## src/sv/bspo_pkg.sv

```systemverilog
`timescale 1ns / 1ps
// Shared types, constants and tables for the band-limited saw/pulse oscillator.
package bspo_pkg;

	// Sequencer states: one per shared-unit operation, plus idle, sinc setup and finish
	typedef enum logic [4:0] {
		ST_IDLE,
		ST_NOTE_DIV,
		ST_Y_MUL,
		ST_EXP_MUL,
		ST_EXP_DIV,
		ST_RATE_DIV,
		ST_HALF_MUL,
		ST_PW_MUL,
		ST_MOD_PULSE,
		ST_MOD_PHASE,
		ST_DC_DIV,
		ST_DC_MUL,
		ST_LEAK_MUL,
		ST_SINC_SETUP,
		ST_SIN_ARG,
		ST_SIN_SQ1,
		ST_SIN_SQ2,
		ST_SIN_DIV,
		ST_DEN_MUL,
		ST_SINC_DIV,
		ST_MIX_MUL,
		ST_FINISH
	} st_t;

	// Configuration register indexes
	typedef enum logic [1:0] {
		REG_SAMPLE_RATE  = 2'd0,
		REG_WAVEFORM_MIX = 2'd1,
		REG_PULSE_WIDTH  = 2'd2
	} cfg_reg_t;

	localparam logic [17:0] SAMPLE_RATE_RST = 18'd44100;
	localparam logic [15:0] MIX_RST         = 16'd0;
	localparam logic [15:0] PW_RST          = 16'd32768;

	// Note range and pitch-to-period constants
	localparam logic signed [16:0] NOTE_MIN = -17'sd16384;
	localparam logic signed [16:0] NOTE_MAX = 17'sd49151;
	localparam logic signed [17:0] M_OFFSET = 18'sd54528;
	localparam logic [11:0] SEMI_DIV  = 12'd3072;
	localparam logic [4:0]  OCT_BIAS  = 5'd12;
	localparam logic [17:0] LN2_3072  = 18'd242272;
	localparam logic [9:0]  RATE_DIV  = 10'd880;
	localparam logic [3:0]  EXP_TERMS = 4'd12;
	localparam logic [2:0]  SIN_TERMS = 3'd7;

	// Q30 and Q16 constants
	localparam logic [30:0] Q30_ONE   = 31'h4000_0000;
	localparam logic [29:0] Q30_HALF  = 30'h2000_0000;
	localparam logic [31:0] PI_Q30    = 32'd3373259426;
	localparam logic [14:0] DC_Q16    = 15'd32637;
	localparam logic [15:0] LEAK_Q16  = 16'd65405;
	localparam logic [16:0] SINC_ONE  = 17'd65536;

	// Divisor of the k-th sine series term: (2k)(2k+1)
	function automatic logic [7:0] sin_div(input logic [2:0] k);
		logic [7:0] d;
		case (k)
			3'd1:    d = 8'd6;
			3'd2:    d = 8'd20;
			3'd3:    d = 8'd42;
			3'd4:    d = 8'd72;
			3'd5:    d = 8'd110;
			3'd6:    d = 8'd156;
			3'd7:    d = 8'd210;
			default: d = 8'd1;
		endcase
		return d;
	endfunction

endpackage

```

## src/sv/bspo_mul.sv

```systemverilog
`timescale 1ns / 1ps
// Bit-serial shift-add multiplier, one multiplier bit per cycle.
module bspo_mul #(
	parameter int unsigned MA = 32,
	parameter int unsigned MB = 32
) (
	input  logic               clk,
	input  logic               arst_n,
	input  logic               start,
	input  logic [MA-1:0]      a,
	input  logic [MB-1:0]      b,
	output logic               done,
	output logic [MA+MB-1:0]   product
);

	localparam int unsigned CW = $clog2(MB + 1);

	logic [MA+MB-1:0] prod_q;
	logic [MA-1:0]    a_q;
	logic [CW-1:0]    cnt_q;
	logic             busy_q;
	logic             done_q;
	logic [MA:0]      sum;

	// Add the multiplicand when the low multiplier bit is set
	assign sum = {1'b0, prod_q[MA+MB-1:MB]} + (prod_q[0] ? {1'b0, a_q} : {(MA+1){1'b0}});

	// Count steps and flag completion
	always_ff @(posedge clk or negedge arst_n) begin
		if (!arst_n) begin
			busy_q <= 1'b0;
			done_q <= 1'b0;
			cnt_q  <= '0;
		end else begin
			done_q <= 1'b0;
			if (start) begin
				busy_q <= 1'b1;
				cnt_q  <= CW'(MB);
			end else if (busy_q) begin
				cnt_q <= cnt_q - CW'(1);
				if (cnt_q == CW'(1)) begin
					busy_q <= 1'b0;
					done_q <= 1'b1;
				end
			end
		end
	end

	// Shift the partial product right one bit a step
	always_ff @(posedge clk) begin
		if (start) begin
			a_q    <= a;
			prod_q <= {{MA{1'b0}}, b};
		end else if (busy_q) begin
			prod_q <= {sum, prod_q[MB-1:1]};
		end
	end

	assign done    = done_q;
	assign product = prod_q;

endmodule

```

## src/sv/bspo_div.sv

```systemverilog
`timescale 1ns / 1ps
// Bit-serial restoring divider, one quotient bit per cycle.
module bspo_div #(
	parameter int unsigned ND = 47,
	parameter int unsigned DV = 34
) (
	input  logic          clk,
	input  logic          arst_n,
	input  logic          start,
	input  logic [ND-1:0] dividend,
	input  logic [DV-1:0] divisor,
	output logic          done,
	output logic [ND-1:0] quotient,
	output logic [DV-1:0] remainder
);

	localparam int unsigned CW = $clog2(ND + 1);

	logic [ND-1:0] quo_q;
	logic [DV-1:0] rem_q;
	logic [DV-1:0] den_q;
	logic [CW-1:0] cnt_q;
	logic          busy_q;
	logic          done_q;
	logic [DV:0]   trial;
	logic [DV:0]   diff;
	logic          fits;

	// Bring down the next dividend bit and try the subtract
	assign trial = {rem_q, quo_q[ND-1]};
	assign diff  = trial - {1'b0, den_q};
	assign fits  = trial >= {1'b0, den_q};

	// Count steps and flag completion
	always_ff @(posedge clk or negedge arst_n) begin
		if (!arst_n) begin
			busy_q <= 1'b0;
			done_q <= 1'b0;
			cnt_q  <= '0;
		end else begin
			done_q <= 1'b0;
			if (start) begin
				busy_q <= 1'b1;
				cnt_q  <= CW'(ND);
			end else if (busy_q) begin
				cnt_q <= cnt_q - CW'(1);
				if (cnt_q == CW'(1)) begin
					busy_q <= 1'b0;
					done_q <= 1'b1;
				end
			end
		end
	end

	// Shift quotient bits in, keep the partial remainder
	always_ff @(posedge clk) begin
		if (start) begin
			quo_q <= dividend;
			rem_q <= '0;
			den_q <= divisor;
		end else if (busy_q) begin
			rem_q <= fits ? diff[DV-1:0] : trial[DV-1:0];
			quo_q <= {quo_q[ND-2:0], fits};
		end
	end

	assign done      = done_q;
	assign quotient  = quo_q;
	assign remainder = rem_q;

endmodule

```

## src/sv/blit_saw_pulse_oscillator_core.sv

```systemverilog
`timescale 1ns / 1ps
// Top level: band-limited sawtooth/pulse oscillator with a serial sequencer.
//
// Channel   Dir  Handshake              Payload
// pitch     in   pitch_valid/stall      pitch_note  (signed Q8.8 semitones)
// sample    out  sample_valid/stall     sample_out  (signed Q15.16)
// cfg       in   cfg_valid/cfg_ready    cfg_index, cfg_data
//
// The length of one pitch beat is set by the bit-serial multiplier (32 steps) and divider
// (PHASE_FRAC_BITS+31 steps) that the sequencer shares over every operation.
// Reset clears phase and integrator and loads the register defaults; no sweep follows.
// A new pitch beat is taken while a finished sample still waits on sample_stall.
// cfg_ready is always high.
module blit_saw_pulse_oscillator_core
	import bspo_pkg::*;
#(
	parameter int unsigned PHASE_FRAC_BITS = 16
) (
	input  logic               clk,
	input  logic               arst_n,
	input  logic               pitch_valid,
	output logic               pitch_stall,
	input  logic signed [16:0] pitch_note,
	output logic               sample_valid,
	input  logic               sample_stall,
	output logic signed [31:0] sample_out,
	input  logic               cfg_valid,
	output logic               cfg_ready,
	input  logic [1:0]         cfg_index,
	input  logic [31:0]        cfg_data
);

	localparam int unsigned F  = PHASE_FRAC_BITS;
	localparam int unsigned ND = F + 31;
	localparam int unsigned DV = 34;
	localparam int unsigned MA = (F + 15 > 32) ? F + 15 : 32;
	localparam int unsigned MB = 32;
	localparam int unsigned PW = MA + MB;
	localparam int unsigned AW = MA + 2;
	localparam int unsigned HW = F + 22;
	localparam logic signed [AW-1:0] SAT_HI = AW'(2147483647);
	localparam logic signed [AW-1:0] SAT_LO = -SAT_HI - AW'(1);

	// Sequencer and configuration
	st_t state_q, state_d;
	logic        issued_q;
	logic [17:0] sr_q;
	logic [15:0] mix_q;
	logic [15:0] pw_q;
	logic [31:0] phase_q;
	logic signed [31:0] integ_q;
	logic        valid_q;

	// Working registers
	logic signed [16:0] note_q;
	logic signed [4:0]  k_q;
	logic [11:0]        r_q;
	logic [29:0]        y_q;
	logic [30:0]        term_q;
	logic [31:0]        t_q;
	logic [31:0]        esum_q;
	logic [3:0]         i_q;
	logic [F+8:0]       a_q;
	logic [30:0]        h_q;
	logic [31:0]        off_q;
	logic [31:0]        p2_q;
	logic [F+14:0]      dc_q;
	logic signed [AW-1:0] acc_q;
	logic               sel_q;
	logic [31:0]        ax_q;
	logic               neg_q;
	logic [29:0]        w30_q;
	logic [30:0]        sa_q;
	logic signed [33:0] ssum_q;
	logic [2:0]         kk_q;
	logic [32:0]        den_q;
	logic [24:0]        smag_q;

	// Shared units
	logic          mul_start, mul_done;
	logic [MA-1:0] mul_a;
	logic [MB-1:0] mul_b;
	logic [PW-1:0] prod;
	logic          div_start, div_done;
	logic [ND-1:0] div_n, quo;
	logic [DV-1:0] div_d, rem;
	logic          is_mul, is_div, op_done;

	// Derived values
	logic signed [16:0] note_c;
	logic signed [17:0] m_wide;
	logic [31:0]        per;
	logic [F+10:0]      hraw;
	logic [HW-1:0]      hs, h_sh;
	logic [30:0]        h_new;
	logic signed [32:0] x1, x2, xs, ax_s;
	logic [F:0]         u;
	logic [29:0]        w30_raw, w30;
	logic [30:0]        s_cl;
	logic [32:0]        den_new;
	logic [23:0]        q24;
	logic [31:0]        integ_mag;
	logic signed [AW-1:0] p16;
	logic signed [AW-1:0] q_ext;
	logic signed [AW-1:0] acc_sat_src;
	logic signed [31:0] sat_val;
	logic               accept;
	logic               out_free;

	assign accept   = pitch_valid && !pitch_stall;
	assign out_free = !valid_q || !sample_stall;

	bspo_mul #(.MA(MA), .MB(MB)) u_mul (
		.clk(clk), .arst_n(arst_n), .start(mul_start), .a(mul_a), .b(mul_b),
		.done(mul_done), .product(prod)
	);

	bspo_div #(.ND(ND), .DV(DV)) u_div (
		.clk(clk), .arst_n(arst_n), .start(div_start), .dividend(div_n), .divisor(div_d),
		.done(div_done), .quotient(quo), .remainder(rem)
	);

	// Clamp the note and form the semitone offset
	always_comb begin
		if (note_q < NOTE_MIN) begin
			note_c = NOTE_MIN;
		end else if (note_q > NOTE_MAX) begin
			note_c = NOTE_MAX;
		end else begin
			note_c = note_q;
		end
		m_wide = M_OFFSET - 18'(note_c);
	end

	// Half period from the rate product and the octave shift
	always_comb begin
		hraw = prod[F+34:24];
		hs   = HW'(hraw);
		if (k_q[4]) begin
			h_sh = hs >> 4'(-k_q);
		end else begin
			h_sh = hs << k_q[3:0];
		end
		if (h_sh > HW'(32'h7FFF_FFFF)) begin
			h_new = 31'h7FFF_FFFF;
		end else if (h_sh == '0) begin
			h_new = 31'd1;
		end else begin
			h_new = h_sh[30:0];
		end
	end

	assign per = {h_q, 1'b0};

	// Fold the pulse argument into the first half of a sine period
	always_comb begin
		x1   = $signed({1'b0, phase_q}) - $signed({2'b00, h_q});
		x2   = $signed({1'b0, p2_q}) - $signed({2'b00, h_q});
		xs   = sel_q ? x2 : x1;
		ax_s = xs[32] ? -xs : xs;
		u    = ax_s[F:0];
		w30_raw = 30'(u[F-1:0]) << (30 - F);
		if (w30_raw > Q30_HALF) begin
			w30 = 30'(Q30_ONE - 31'(w30_raw));
		end else begin
			w30 = w30_raw;
		end
	end

	// Clamp the sine sum, take the denominator and the sinc quotient
	always_comb begin
		if (ssum_q < 0) begin
			s_cl = '0;
		end else if (ssum_q > $signed({3'b000, Q30_ONE})) begin
			s_cl = Q30_ONE;
		end else begin
			s_cl = ssum_q[30:0];
		end
		den_new = (prod[62:30] == '0) ? 33'd1 : prod[62:30];
		q24     = quo[37:14];
		q_ext   = AW'($signed({1'b0, q24}));
	end

	assign p16       = AW'($signed({1'b0, prod[PW-1:16]}));
	assign integ_mag = integ_q[31] ? 32'(-integ_q) : 32'(integ_q);

	// Saturate the integrator sum
	always_comb begin
		acc_sat_src = acc_q;
		if (acc_sat_src > SAT_HI) begin
			sat_val = 32'sh7FFF_FFFF;
		end else if (acc_sat_src < SAT_LO) begin
			sat_val = -32'sh7FFF_FFFF - 32'sd1;
		end else begin
			sat_val = acc_sat_src[31:0];
		end
	end

	// Classify the current operation
	always_comb begin
		is_mul = 1'b0;
		is_div = 1'b0;
		case (state_q) inside
			ST_Y_MUL, ST_EXP_MUL, ST_HALF_MUL, ST_PW_MUL, ST_DC_MUL, ST_LEAK_MUL,
			ST_SIN_ARG, ST_SIN_SQ1, ST_SIN_SQ2, ST_DEN_MUL, ST_MIX_MUL: is_mul = 1'b1;
			ST_NOTE_DIV, ST_EXP_DIV, ST_RATE_DIV, ST_MOD_PULSE, ST_MOD_PHASE,
			ST_DC_DIV, ST_SIN_DIV, ST_SINC_DIV: is_div = 1'b1;
			default: ;
		endcase
		op_done = (is_mul && mul_done) || (is_div && div_done);
	end

	// Next state
	always_comb begin
		state_d = state_q;
		unique case (state_q)
			ST_IDLE:       if (pitch_valid) state_d = ST_NOTE_DIV;
			ST_NOTE_DIV:   if (op_done) state_d = ST_Y_MUL;
			ST_Y_MUL:      if (op_done) state_d = ST_EXP_MUL;
			ST_EXP_MUL:    if (op_done) state_d = ST_EXP_DIV;
			ST_EXP_DIV:    if (op_done) state_d = (i_q == EXP_TERMS) ? ST_RATE_DIV : ST_EXP_MUL;
			ST_RATE_DIV:   if (op_done) state_d = ST_HALF_MUL;
			ST_HALF_MUL:   if (op_done) state_d = ST_PW_MUL;
			ST_PW_MUL:     if (op_done) state_d = ST_MOD_PULSE;
			ST_MOD_PULSE:  if (op_done) state_d = ST_MOD_PHASE;
			ST_MOD_PHASE:  if (op_done) state_d = ST_DC_DIV;
			ST_DC_DIV:     if (op_done) state_d = ST_DC_MUL;
			ST_DC_MUL:     if (op_done) state_d = ST_LEAK_MUL;
			ST_LEAK_MUL:   if (op_done) state_d = ST_SINC_SETUP;
			ST_SINC_SETUP: begin
				if (xs != '0) begin
					state_d = ST_SIN_ARG;
				end else if (sel_q) begin
					state_d = ST_MIX_MUL;
				end
			end
			ST_SIN_ARG:    if (op_done) state_d = ST_SIN_SQ1;
			ST_SIN_SQ1:    if (op_done) state_d = ST_SIN_SQ2;
			ST_SIN_SQ2:    if (op_done) state_d = ST_SIN_DIV;
			ST_SIN_DIV:    if (op_done) state_d = (kk_q == SIN_TERMS) ? ST_DEN_MUL : ST_SIN_SQ1;
			ST_DEN_MUL:    if (op_done) state_d = ST_SINC_DIV;
			ST_SINC_DIV:   if (op_done) state_d = sel_q ? ST_MIX_MUL : ST_SINC_SETUP;
			ST_MIX_MUL:    if (op_done) state_d = ST_FINISH;
			ST_FINISH:     if (out_free) state_d = ST_IDLE;
			default:       state_d = ST_IDLE;
		endcase
	end

	// Outputs: handshake, unit starts and operand selection
	always_comb begin
		pitch_stall = (state_q != ST_IDLE);
		mul_start   = is_mul && !issued_q;
		div_start   = is_div && !issued_q;
		mul_a = '0;
		mul_b = '0;
		div_n = '0;
		div_d = '0;
		unique case (state_q)
			ST_NOTE_DIV: begin
				div_n = ND'(m_wide[16:0]);
				div_d = DV'(SEMI_DIV);
			end
			ST_Y_MUL: begin
				mul_a = MA'(r_q);
				mul_b = MB'(LN2_3072);
			end
			ST_EXP_MUL: begin
				mul_a = MA'(term_q);
				mul_b = MB'(y_q);
			end
			ST_EXP_DIV: begin
				div_n = ND'(t_q);
				div_d = DV'(i_q);
			end
			ST_RATE_DIV: begin
				div_n = ND'(sr_q) << F;
				div_d = DV'(RATE_DIV);
			end
			ST_HALF_MUL: begin
				mul_a = MA'(a_q);
				mul_b = MB'(esum_q[31:6]);
			end
			ST_PW_MUL: begin
				mul_a = MA'(per);
				mul_b = MB'(pw_q);
			end
			ST_MOD_PULSE: begin
				div_n = ND'({1'b0, phase_q} + {1'b0, off_q});
				div_d = DV'(per);
			end
			ST_MOD_PHASE: begin
				div_n = ND'({1'b0, phase_q} + (33'd1 << F));
				div_d = DV'(per);
			end
			ST_DC_DIV: begin
				div_n = ND'(DC_Q16) << F;
				div_d = DV'(h_q);
			end
			ST_DC_MUL: begin
				mul_a = MA'(dc_q);
				mul_b = MB'(SINC_ONE) - MB'(mix_q);
			end
			ST_LEAK_MUL: begin
				mul_a = MA'(integ_mag);
				mul_b = MB'(LEAK_Q16);
			end
			ST_SIN_ARG: begin
				mul_a = MA'(w30_q);
				mul_b = PI_Q30;
			end
			ST_SIN_SQ1: begin
				mul_a = MA'(term_q);
				mul_b = MB'(sa_q);
			end
			ST_SIN_SQ2: begin
				mul_a = MA'(t_q);
				mul_b = MB'(sa_q);
			end
			ST_SIN_DIV: begin
				div_n = ND'(t_q);
				div_d = DV'(sin_div(kk_q));
			end
			ST_DEN_MUL: begin
				mul_a = MA'(ax_q);
				mul_b = PI_Q30;
			end
			ST_SINC_DIV: begin
				div_n = ND'(s_cl) << F;
				div_d = DV'(den_q);
			end
			ST_MIX_MUL: begin
				mul_a = MA'(smag_q);
				mul_b = MB'(mix_q);
			end
			default: ;
		endcase
	end

	// Control state, configuration and persistent oscillator state
	always_ff @(posedge clk or negedge arst_n) begin
		if (!arst_n) begin
			state_q  <= ST_IDLE;
			issued_q <= 1'b0;
			sr_q     <= SAMPLE_RATE_RST;
			mix_q    <= MIX_RST;
			pw_q     <= PW_RST;
			phase_q  <= '0;
			integ_q  <= '0;
			valid_q  <= 1'b0;
		end else begin
			state_q <= state_d;
			if (op_done) begin
				issued_q <= 1'b0;
			end else if (mul_start || div_start) begin
				issued_q <= 1'b1;
			end
			if (cfg_valid) begin
				unique case (cfg_index)
					REG_SAMPLE_RATE:  sr_q  <= cfg_data[17:0];
					REG_WAVEFORM_MIX: mix_q <= cfg_data[15:0];
					REG_PULSE_WIDTH:  pw_q  <= cfg_data[15:0];
					default: ;
				endcase
			end
			if (state_q == ST_MOD_PHASE && op_done) begin
				phase_q <= rem[31:0];
			end
			// Load the finished beat, else drop the delivered one
			if (state_q == ST_FINISH && out_free) begin
				integ_q <= sat_val;
				valid_q <= 1'b1;
			end else if (valid_q && !sample_stall) begin
				valid_q <= 1'b0;
			end
		end
	end

	// Working registers advance as each operation completes
	always_ff @(posedge clk) begin
		if (accept) begin
			note_q <= pitch_note;
		end
		unique case (state_q)
			ST_NOTE_DIV: if (op_done) begin
				k_q <= $signed(quo[4:0] - OCT_BIAS);
				r_q <= rem[11:0];
			end
			ST_Y_MUL: if (op_done) begin
				y_q    <= prod[29:0];
				term_q <= Q30_ONE;
				esum_q <= 32'(Q30_ONE);
				i_q    <= 4'd1;
			end
			ST_EXP_MUL: if (op_done) t_q <= 32'(prod[59:30]);
			ST_EXP_DIV: if (op_done) begin
				term_q <= quo[30:0];
				esum_q <= esum_q + quo[31:0];
				i_q    <= i_q + 4'd1;
			end
			ST_RATE_DIV:  if (op_done) a_q <= quo[F+8:0];
			ST_HALF_MUL:  if (op_done) h_q <= h_new;
			ST_PW_MUL:    if (op_done) off_q <= prod[47:16];
			ST_MOD_PULSE: if (op_done) p2_q <= rem[31:0];
			ST_DC_DIV:    if (op_done) dc_q <= quo[F+14:0];
			ST_DC_MUL: if (op_done) begin
				acc_q <= -p16;
				sel_q <= 1'b0;
			end
			ST_LEAK_MUL: if (op_done) begin
				acc_q <= integ_q[31] ? acc_q - p16 : acc_q + p16;
			end
			ST_SINC_SETUP: begin
				if (xs == '0) begin
					// Pulse center: the sinc is exactly one
					if (!sel_q) begin
						acc_q <= acc_q + AW'($signed({1'b0, SINC_ONE}));
						sel_q <= 1'b1;
					end else begin
						smag_q <= 25'(SINC_ONE);
						neg_q  <= 1'b0;
					end
				end else begin
					ax_q  <= ax_s[31:0];
					neg_q <= u[F];
					w30_q <= w30;
				end
			end
			ST_SIN_ARG: if (op_done) begin
				sa_q   <= prod[60:30];
				term_q <= prod[60:30];
				ssum_q <= $signed({3'b000, prod[60:30]});
				kk_q   <= 3'd1;
			end
			ST_SIN_SQ1: if (op_done) t_q <= prod[61:30];
			ST_SIN_SQ2: if (op_done) t_q <= prod[61:30];
			ST_SIN_DIV: if (op_done) begin
				term_q <= quo[30:0];
				if (kk_q[0]) begin
					ssum_q <= ssum_q - $signed({3'b000, quo[30:0]});
				end else begin
					ssum_q <= ssum_q + $signed({3'b000, quo[30:0]});
				end
				kk_q <= kk_q + 3'd1;
			end
			ST_DEN_MUL: if (op_done) den_q <= den_new;
			ST_SINC_DIV: if (op_done) begin
				if (!sel_q) begin
					acc_q <= neg_q ? acc_q - q_ext : acc_q + q_ext;
					sel_q <= 1'b1;
				end else begin
					smag_q <= 25'(q24);
				end
			end
			ST_MIX_MUL: if (op_done) begin
				acc_q <= neg_q ? acc_q + p16 : acc_q - p16;
			end
			default: ;
		endcase
	end

	assign sample_valid = valid_q;
	assign sample_out   = integ_q;
	assign cfg_ready    = 1'b1;

endmodule
```

## config.mk

```make
export PLATFORM = sky130hd
export DESIGN_NAME = blit_saw_pulse_oscillator_core
export DESIGN_NICKNAME = d
export VERILOG_FILES = /design/src/sv/bspo_pkg.sv /design/src/sv/bspo_mul.sv /design/src/sv/bspo_div.sv /design/src/sv/blit_saw_pulse_oscillator_core.sv
export SDC_FILE = /design/constraint.sdc
export NUM_CORES = 2
export LEC_CHECK = 0
export ABC_CLOCK_PERIOD_IN_PS = 6550
export BUFFER_PORTS_ARGS = -buffer_cell sky130_fd_sc_hd__buf_4
export CORE_ASPECT_RATIO = 1.75
export CORE_MARGIN = 2
export CORE_UTILIZATION = 45
export DETAILED_ROUTE_END_ITERATION = 8
export PLACE_DENSITY_LB_ADDON = 0.25
export SLEW_MARGIN = 40
export SYNTH_ARGS = -nofsm -noshare
export SYNTH_HDL_FRONTEND = slang
export SYNTH_SLANG_ARGS = --single-unit
```

## constraint.sdc

```tcl
create_clock -name clk -period 6.55 [get_ports clk]
set_input_delay 0 -clock clk [delete_from_list [all_inputs] [get_ports clk]]
set_output_delay 0 -clock clk [all_outputs]
set_load 0.01 [all_outputs]
```

==> results by group <==
Clock tree
  • Root Buffer: clkbuf_16
  • Post-CTS Setup Repair Bufs: 0
  • Post_cts resized: 0
  • Htree depth: 3
  • Worst skew pair latency: 0.74 ns
  • Num CTS Buffers: 85
  • Clock tree buffer depth: 3
  • Sink Count: 869
  • Reg clk slew, reported paths: 0.07 ns
  • CTS tree: yes

Floorplanning
  • Initial Util: 45.41%
  • Total die area: 0.1298 sq mm
  • Die Height: 475.1 microns
  • Die width: 273.2 microns
  • IO Pins: 91
  • Rows: 172
  • Core area: 0.1257 sq mm

Logic synthesis
  • Largest cells by area after synthesis: edfxtp_1 35%, ha_1 7.0%, dfrtp_1 5.7%
  • Syn Area/Cell: 9.842 sq um
  • Syn nets: 6185
  • Yosys top cell by area: edfxtp_1
  • Syn Std Cell Area: 0.05707 sq mm
  • Post-synthesis compound-gate area fraction: 20.58%
  • Post-synth EDFFs: 666
  • Most used DFF post-synth: edfxtp_1
  • Gate Count Post-Synth: 5799
  • Synth warn: 0
  • Seq/Total Area, Yosys: 43.38%
  • Synth top area share: 35.04%
  • Post-synth ARST share: 15.77%
  • Mux contribution to synthesized area: 5.307%
  • Most instantiated cells after synthesis: 666 x edfxtp_1, 478 x nand2_1, 466 x nor2_1
  • Post-synthesis xor/xnor area fraction: 6.230%
  • Post-Synth Adder-Cell Area: 7.353%
  • Post-synthesis register bit count: 869
  • Largest family of logic cells by synthesized area: compound AO/OA/AOI/OAI gates
  • Simple-Gate Fraction of Synth Area: 13.40%
  • Most frequent cell after synthesis: edfxtp_1
  • Synth cell types: 99

Worst setup path
  • Crit-path cells: buf_4, mux2_2, ha_1, nand2_1, o21ai_0, nand2_1, o211a_4, o31ai_2, a221oi_2, xnor2_1, or4_4, nor3_2, nand2_2, o31ai_1, and4_1, buf_4
  • Crit Path Category: reg -> reg
  • Crit Path Max Fanout: 24
  • Crit path largest cell delay: 0.78 ns
  • Setup crit start kind: flip-flop
  • CP required: 6.93 ns
  • Crit path arrival time: 6.36 ns
  • Critical path endpoint category: flip-flop
  • Slowest stage cell, crit path: edfxtp_1

Global routing
  • Total GRT Usage: 38.53%
  • M2 GR Usage: 60.78%
  • Largest net degree at the start of global routing: 78
  • GR peak layer: met2
  • Initial antenna violation count: 34
  • Met1 usage: 40.59%
  • First-pass GRT wire length: 354600 microns
  • GR Layer Usage met3: 9.804%
  • Remaining global-route overflow: 0
  • Vias in the first global route: 49080

Timing
  • Worst Hold Slack: 0.01729 ns
  • Setup Skew: 0.05215 ns
  • RSZ-0062 raised after global routing: no
  • Number of setup violations in the final report: 0
  • Fmax: 167.3 MHz
  • Rel. slew slack: 29.25%
  • Slew Limit Fails: 0
  • Period utilization: 91.27%
  • Setup TNS: 0 ns
  • Min Tclk post-route: 5.978 ns
  • Slew @ Worst Pin: 1.052 ns
  • Final Hold Viols: 0

Drt
  • DRC viols: 0
  • Post-route ant nets: 0
  • Via density: 6.700
  • Starting DRT DRC Count: 6498
  • Pre-antenna DRT Iters: 9
  • Routed wire length: 252600 microns
  • Vias after detailed routing: 51120
  • Routed length per instance: 33.11 microns

Place
  • GPL Wtd Cong: 1.078
  • PortBufs: 75
  • Post-DP Area: 0.06022 sq mm
  • DP HPWL: 187000 microns

Status
  • Outcome: finished, final reports clean

Cells and area
  • Synthesis-to-finish area growth: 12.22%
  • Layout cells sized above 1: 11.78%
  • Finished Cell Area: 0.06405 sq mm
  • Nets@finish: 6266

Power and ir drop
  • Tot Pwr: 11.71 mW
  • Leak Pwr: 25.26 nW
  • Peak VDD IR: 0.1829 mV
  • PD cells: 182.9 mW/mm^2

Run
  • Max-Cap Viols: 0

Worst hold path
  • Hold crit path type: in -> reg
==> routing by layer <==
| metal | up-vias | part of all wire, % | wire length (microns) |
|---|---|---|---|
| li1 | 21910 | - | - |
| met1 | 24850 | 32 | 81790 |
| met2 | 3247 | 45 | 114800 |
| met3 | 1095 | 9.8 | 24760 |
| met4 | 24 | 12 | 31140 |
| met5 | - | 0.068 | 172 |
==> where the power goes <==
| part | internal, mW | total, mW | switching (mW) |
|---|---|---|---|
| Combinational | 0.106 | 0.184 | 0.0785 |
| Sequential | 5.93 | 6.01 | 0.0827 |
| Clock | 3.07 | 5.52 | 2.45 |
==> flip-flops by register name, summed over array words and instances (netlist names), 24 cells and up <==
name / cells
acc_q: 34
u_div.den_q: 33
esum_q: 32
u_mul.product: 64
y_q: 30
p2_q: 32
ax_q: 32
off_q: 32
term_q: 31
dc_q: 31
phase_q: 32
u_mul.a_q: 32
den_q: 33
u_div.quotient: 47
ssum_q: 34
h_q: 31
a_q: 25
t_q: 32
sa_q: 31
sample_out: 32
u_div.remainder: 34
smag_q: 24
==> layout by cell type (no fill, tap or decap), drive strengths merged, types with 81 or more instances in the layout <==
master    n
mux2    129
a21o    157
nand3   112
xor2    139
nor3    114
inv     228
buf     273
a22oi   109
o21ai   392
dfrtp   130
nor2    467
xnor2   267
mux2i    81
a221oi   85
a21oi   394
ha      321
edfxtp  666
and2     83
clkbuf  109
nand2   479
==> area by class of cell <==
class	instances	area [sq um]
antenna	26	65.06
clock buffer	108	2325
clock inverter	50	725.7
fill	11660	61630
inverter	225	845.8
multi-input combinational	4363	30510
sequential	869	24770
tap	1653	2068
timing repair buffer	336	2735
==> final timing paths <==
check / startpoint / to / slack (ns) / cells after the start
worst min-delay path: pitch_note[2] / note_q[2] / 0.02 / 2
max in group asynchronous: arst_n / u_mul.busy_q / 5.19 / 4
worst min register to register: u_mul.product[8] / y_q[8] / 0.45 / 0
worst max-delay path: sel_q / smag_q[16] / 0.57 / 16
worst max register to register: sel_q / smag_q[16] / 0.57 / 16
min in group asynchronous: arst_n / sr_q[11] / 0.49 / 3
==> metrics by stage <==
step           worst slack [ns]  instances  utilization (%)
2_1_floorplan            0.6633       5799                -
3_3_place_gp             0.7799       7374            47.80
3_5_place_dp             0.6166       7380            47.91
4_1_cts                  0.6126       7601            50.86
5_1_grt                  0.2230       7616            50.93
6_report                 0.5719       7630            50.96
==> logic make-up after synthesis <==
family	Yosys count
buffers and inverters	567
XOR/XNOR	406
AO/OA/AOI/OAI	1757
multiplexers	244
flip-flops	869
other	1
AND/OR/NAND/NOR	1625
adder cells (fa/ha/maj)	330
==> what timing repair did <==
| item | 4_1_cts | 5_1_grt |
|---|---|---|
| endpoints found under the setup margin | 0 | 0 |
| hold buffers | 63 | 0 |
| hold endpoints to repair | 163 | 0 |
==> critical path: cells and delay by family (launching register included) <==
family | cells | cell delay (ns)
AO/OA/AOI/OAI | 5 | 1.60
AND/OR/NAND/NOR | 6 | 1.46
flip-flops | 1 | 0.78
buffers and inverters | 2 | 0.75
adder cells (fa/ha/maj) | 1 | 0.42
multiplexers | 1 | 0.38
XOR/XNOR | 1 | 0.20
Note: power is estimated with default switching activity, not from simulation.
